$ cat src/hw/rtl/mcg_pkg.sv
`default_nettype none

package mcg_pkg;

  // Storage geometry
  localparam int CHORD_SLOTS = 8;
  localparam int NOTE_W      = 8;
  localparam int ENTRY_W     = CHORD_SLOTS * NOTE_W;
  localparam int LIST_N      = 2 * CHORD_SLOTS;
  localparam int SEL_W       = $clog2(LIST_N);
  localparam int KEYS        = 128;
  localparam int KEY_W       = 7;

  // Stream payload widths
  localparam int IN_W  = 56;
  localparam int OUT_W = 56;

  // Configuration port
  localparam int CFG_IDX_W  = 2;
  localparam int CFG_DATA_W = 48;
  localparam logic [CFG_IDX_W-1:0] CFG_SPLIT_POINT = 2'd0;
  localparam logic [CFG_IDX_W-1:0] CFG_CHORD_MAP   = 2'd1;

  localparam logic [6:0]            SPLIT_RESET     = 7'd60;
  localparam logic [CFG_DATA_W-1:0] CHORD_MAP_RESET = 48'hCBA9_8765_4321;

  // MIDI codes
  localparam logic [7:0] EMPTY_SLOT      = 8'hFF;
  localparam logic [7:0] CLASS_MASK      = 8'hE0;
  localparam logic [7:0] NOTE_CLASS      = 8'h80;
  localparam logic [7:0] NOTE_ON_MASK    = 8'h90;
  localparam logic [7:0] OFF_STATUS_MASK = 8'h8F;

  typedef enum logic [1:0] {
    ST_IDLE,
    ST_READ,
    ST_BUILD,
    ST_EMIT
  } mcg_state_t;

  typedef struct packed {
    logic capture;
    logic build;
    logic emit;
  } mcg_cmd_t;

  typedef struct packed {
    logic pending;
    logic single;
    logic out_free;
  } mcg_stat_t;

  // Chord shapes, semitone offsets, slot 0 in the low byte; 0xFF is an unused slot.
  // Unlisted indices fall back to the bare root.
  function automatic logic [63:0] shape_lookup(input logic [3:0] idx);
    logic [63:0] s;
    case (idx)
      4'd1:    s = 64'hFFFF_FFFF_FF07_0400;
      4'd2:    s = 64'hFFFF_FFFF_0B07_0400;
      4'd3:    s = 64'hFFFF_FFFF_FF0B_0704;
      4'd4:    s = 64'hFFFF_FFFF_0C09_0502;
      4'd5:    s = 64'hFFFF_FFFF_FF0E_0B07;
      4'd6:    s = 64'hFFFF_FFFF_FF11_0E0B;
      4'd7:    s = 64'hFFFF_FFFF_0E0B_0704;
      4'd8:    s = 64'hFFFF_FFFF_FF09_0502;
      4'd9:    s = 64'hFFFF_FFFF_100C_0905;
      4'd10:   s = 64'hFFFF_FFFF_FF0C_0905;
      4'd11:   s = 64'hFFFF_FFFF_110E_0B07;
      4'd12:   s = 64'hFFFF_FFFF_FF10_0C09;
      default: s = 64'hFFFF_FFFF_FFFF_FF00;
    endcase
    return s;
  endfunction

endpackage

`default_nettype wire

$ cat src/hw/rtl/mcg_ctrl.sv
`default_nettype none

module mcg_ctrl import mcg_pkg::*; (
  input  wire logic      clk,
  input  wire logic      rst_n,
  input  wire logic      in_tvalid,
  output logic           in_tready,
  input  wire mcg_stat_t stat,
  output mcg_cmd_t       cmd
);

  mcg_state_t state_r, state_nxt;

  always_ff @(posedge clk) begin
    if (!rst_n) begin
      state_r <= ST_IDLE;
    end else begin
      state_r <= state_nxt;
    end
  end

  // Next state
  always_comb begin
    state_nxt = state_r;
    unique case (state_r)
      ST_IDLE: begin
        if (in_tvalid) state_nxt = ST_READ;
      end
      ST_READ:  state_nxt = ST_BUILD;
      ST_BUILD: state_nxt = ST_EMIT;
      ST_EMIT: begin
        if (!stat.pending) begin
          state_nxt = ST_IDLE;
        end else if (stat.out_free && stat.single) begin
          state_nxt = ST_IDLE;
        end
      end
      default: state_nxt = ST_IDLE;
    endcase
  end

  // Outputs
  always_comb begin
    in_tready   = 1'b0;
    cmd.capture = 1'b0;
    cmd.build   = 1'b0;
    cmd.emit    = 1'b0;
    unique case (state_r)
      ST_IDLE: begin
        in_tready   = 1'b1;
        cmd.capture = in_tvalid;
      end
      ST_READ: ;
      ST_BUILD: cmd.build = 1'b1;
      ST_EMIT:  cmd.emit  = stat.pending && stat.out_free;
      default: ;
    endcase
  end

endmodule

`default_nettype wire

$ cat config.mk
export PLATFORM = sky130hd
export DESIGN_NAME = mcg_ctrl
export DESIGN_NICKNAME = d
export VERILOG_FILES = /design/src/hw/rtl/mcg_pkg.sv /design/src/hw/rtl/mcg_ctrl.sv
export SDC_FILE = /design/constraint.sdc
export NUM_CORES = 1
export LEC_CHECK = 0
export BUFFER_PORTS_ARGS = -buffer_cell sky130_fd_sc_hd__buf_2
export CAP_MARGIN = 0
export CORE_AREA = 2 2 39 41
export DETAILED_ROUTE_END_ITERATION = 10
export DIE_AREA = 0 0 41 43
export GPL_TIMING_DRIVEN = 0
export PLACE_DENSITY_LB_ADDON = 0.2
export SETUP_SLACK_MARGIN = 0.02
export SLEW_MARGIN = 20
export SYNTH_ARGS = -nofsm -noshare
export SYNTH_HDL_FRONTEND = slang
export SYNTH_SLANG_ARGS = --single-unit
$ cat constraint.sdc
create_clock -name clk -period 1.5 [get_ports clk]
set_clock_uncertainty 0.15 [all_clocks]
set_input_delay 0.15 -clock clk [delete_from_list [all_inputs] [get_ports clk]]
set_output_delay 0.15 -clock clk [all_outputs]
set_load 0.02 [all_outputs]
==> results.yml <==
job:
  timing.max_cap.violations: 0
global_route:
  global_route.usage.met3_pct: 4.71
  grt_first_pass_wirelength_um: 586
  remaining_global_route_overflow: 0
  global_route.usage.met2_pct: 5.00
  grtUsageMet1_pct: 6.69
  gr-max-usage-layer: "met1"
  grt_start_max_net_pins: 5
  first_global_vias: 152
  global_route_usage_sum_pct: 5.51
  grt_antenna_before_repair: 0
setup_path:
  critical-path-slowest-cell: "sky130_fd_sc_hd__dfxtp_2"
  required_ns: 1.20
  worst-r2r-cell-count: 4
  path_cells: "ha_1 > and3_2 > buf_2"
  timing.critical_path.slowest_cell_delay_ns: 0.32
  crit-reg2reg-capture: "state_r[0]"
  worst-endpoint-arrival_ns: 1.12
  rr_startpoint: "state_r[0]"
  timing.reg2reg.setup_slack_ns: 0.20
  critical_path.endpoint_type: "primary output"
  crit_path_max_fanout: 3
  setup.worst_path.class: "flip-flop to primary output"
  crit_path_start_kind: "flip-flop"
logic_synthesis:
  post_synth_most_frequent_cells: "3 x sky130_fd_sc_hd__ha_1, 3 x sky130_fd_sc_hd__inv_1, 3 x sky130_fd_sc_hd__nand2_1"
  ff_latch_count_synth: 2
  syn_avg_cell_area_um2: 8.98
  netlist_top_cells_area: "sky130_fd_sc_hd__dfxtp_1 26%, sky130_fd_sc_hd__ha_1 25%, sky130_fd_sc_hd__inv_1 7.4%"
  ys_types: 10
  synthDominantAreaCellType: "sky130_fd_sc_hd__dfxtp_1"
  synth-edff-count: 0
  synthesis.area_um2: 153
  postSynth.topFlopCell: "sky130_fd_sc_hd__dfxtp_1"
  synthesis.yosys.warnings: 0
  yosys.area.top_type_share_pct: 26.2
  syn_inst: 17
  synth.yosys.seq_area_share_pct: 26.2
  asyncSetResetFlopFracSynth_pct: 0
  synthesis.nets: 26
finish:
  antenna-diode-count: 0
  final_net_count: 40
  registers.top_by_ff_count: "state_r"
  final_cell_area_um2: 245
  reg_top3: "state_r (2)"
  largest_reg_flops: 2
  final_layout_size_suffix_gt1_share_pct: 55.2
  areaGrowthSynthToFinish_pct: 60.7
  final-instance-count-excl-fill: 45
  fillers: 148
power_and_ir_drop:
  power_frac_clock_pct: 27.5
  fin_total_pwr_uw: 434
  cellPowerDensity_nw_per_um2: 1770
  comb_power_share_pct: 49.5
  p_sw_uw: 170
  vdd_ir_drop_max_mv: 0.442
  static-leakage-power_nw: 0.136
  intPower_uw: 263
  switching_fraction_of_total_power_pct: 39.3
  seqPwrFrac_pct: 23.0
clock_network:
  clkSinkCount: 2
  clock_tree.root_cell: "sky130_fd_sc_hd__clkbuf_4"
  worst_skew_pair.late_latency_ns: 0.22
  path_clk_slew_ns: 0.03
  postCtsSetupRepairBufs: 0
  cts.path.max_buffers: 2
  tritoncts: "done"
  cts_made_buffers: 3
  ctsHoldBuffers: 0
  clock_tree.htree_level_count: 1
place:
  numPortBuffers: 9
  pre_cts_ws_ns: 0.164
  placed_cell_area_um2: 218
  place.detailed.instances: 42
  finalWeightedCongestion: 0.575
drt:
  route.detailed.wl_per_inst_um: 8.13
  drt-initial-drc-count: 2
  antenna_violating_nets_post_route: 0
  drcViolationCount: 0
  number_of_vias_after_detailed_routing: 159
  routed_wirelength_um: 366
  drt_pre_antenna_iters: 2
  avgViaCountPerCell: 3.53
floorplan:
  die_area_um2: 1760
  die_y_um: 43
  chipWidth_um: 41
  coreArea_um2: 1380
  floorplan.rows: 14
  ioPinCount: 10
  start_util_pct: 11.0
sta:
  final_max_slew_viol_count: 0
  final.setup.worst_slack_ns: 0.0799
  totalNegativeSetupSlack_ns: 0
  rsz0062_at_grt: "false"
  finalHoldViolCount: 0
  max_freq_mhz: 704
  fin_crit_ns: 1.42
  setup_viol: 0
  tightest_slew_ns: 0.265
  max_slew_margin_pct: 82.4
  post-route-period-util_pct: 94.7
hold_path:
  worst_min_delay_path_class: "input port to flip-flop"
  hold-path-cell-count: 2
  worst_hold_startpoint: "rst_n"
  worst_hold_path.endpoint: "state_r[0]"
outcome:
  outcome: "finished, final reports clean"
==> cells in the final DEF (no fill, tap or decap) <==
cell,Yosys,routed
sky130_fd_sc_hd__and3_2,1,1
sky130_fd_sc_hd__ha_1,3,2
sky130_fd_sc_hd__buf_2,0,9
sky130_fd_sc_hd__clkbuf_4,0,3
sky130_fd_sc_hd__ha_2,0,1
sky130_fd_sc_hd__inv_1,3,3
sky130_fd_sc_hd__mux2i_1,1,1
sky130_fd_sc_hd__and2_1,1,1
sky130_fd_sc_hd__a32oi_1,1,1
sky130_fd_sc_hd__dfxtp_2,0,2
sky130_fd_sc_hd__nand2_1,3,3
sky130_fd_sc_hd__o211a_1,1,1
sky130_fd_sc_hd__a311o_1,1,1
==> cell type report <==
| type | count | area [um^2] | area share, % |
|---|---|---|---|
| multi-input cells | 12 | 104 | 42.3 |
| repair buffers | 9 | 45.0 | 18.4 |
| well taps | 16 | 20.0 | 8.16 |
| flip-flops and latches | 2 | 42.5 | 17.3 |
| clock buffers | 3 | 22.5 | 9.18 |
| inverters | 3 | 11.3 | 4.59 |
==> through the flow <==
| step | util, % | hold WS (ns) |
|---|---|---|
| floorplan | - | 0.133 |
| global placement | 15.7 | 0.262 |
| detailed placement | 15.7 | 0.270 |
| CTS | 17.4 | 0.0304 |
| global route | 17.7 | 0.0364 |
| finish | 17.7 | 0.0334 |
==> power by group through the flow <==
stage | Sequential, mW | Combinational, mW | Clock (mW)
floorplan | 0.0904 | 0.159 | 0
global placement | 0.0925 | 0.204 | 0
detailed placement | 0.0954 | 0.210 | 0
CTS | 0.0946 | 0.211 | 0.128
global route | 0.105 | 0.239 | 0.136
finish | 0.0999 | 0.215 | 0.119
==> layer usage <==
| layer | vias to the layer above | part of all wire (%) |
|---|---|---|
| met3 | 0 | 16 |
| met5 | - | 0 |
| met2 | 10 | 33 |
| met1 | 65 | 51 |
| li1 | 84 | - |
| met4 | 0 | 0 |
==> how the worst max path moves through the flow <==
stage                 end       start  cells after the start  slack, ns
6_report           cmd[0]  state_r[0]                      3       0.08
5_1_grt            cmd[0]  state_r[0]                      3       0.03
4_1_cts            cmd[2]  state_r[0]                      4       0.02
3_5_place_dp   state_r[1]  state_r[0]                      4       0.16
3_3_place_gp   state_r[0]  state_r[0]                      4       0.20
2_1_floorplan  state_r[0]  state_r[0]                      4       0.13
==> critical path: cells and delay by family (launching register included) <==
kind / cells / cell delay, ns
DFF: 1 / 0.32
and+or+nand+nor: 1 / 0.21
buffers and inverters: 1 / 0.15
adders and majority gates: 1 / 0.22
==> what timing repair did <==
action	in CTS	in global routing
endpoints found under the setup margin	0	2
endpoints found under the hold margin	0	0
resized for setup	0	3
==> cell families (layout without fill, tap and decap cells) <==
| group | count (synthesis) | in the layout | synth area share [%] |
|---|---|---|---|
| adders and majority gates | 3 | 3 | 24.6 |
| AOI/OAI and AO/OA | 3 | 3 | 18.9 |
| muxes | 1 | 1 | 6.56 |
| DFF | 2 | 2 | 26.2 |
| buffers and inverters | 3 | 15 | 7.38 |
| and+or+nand+nor | 5 | 5 | 16.4 |
Power figures use the tool's default switching activity.
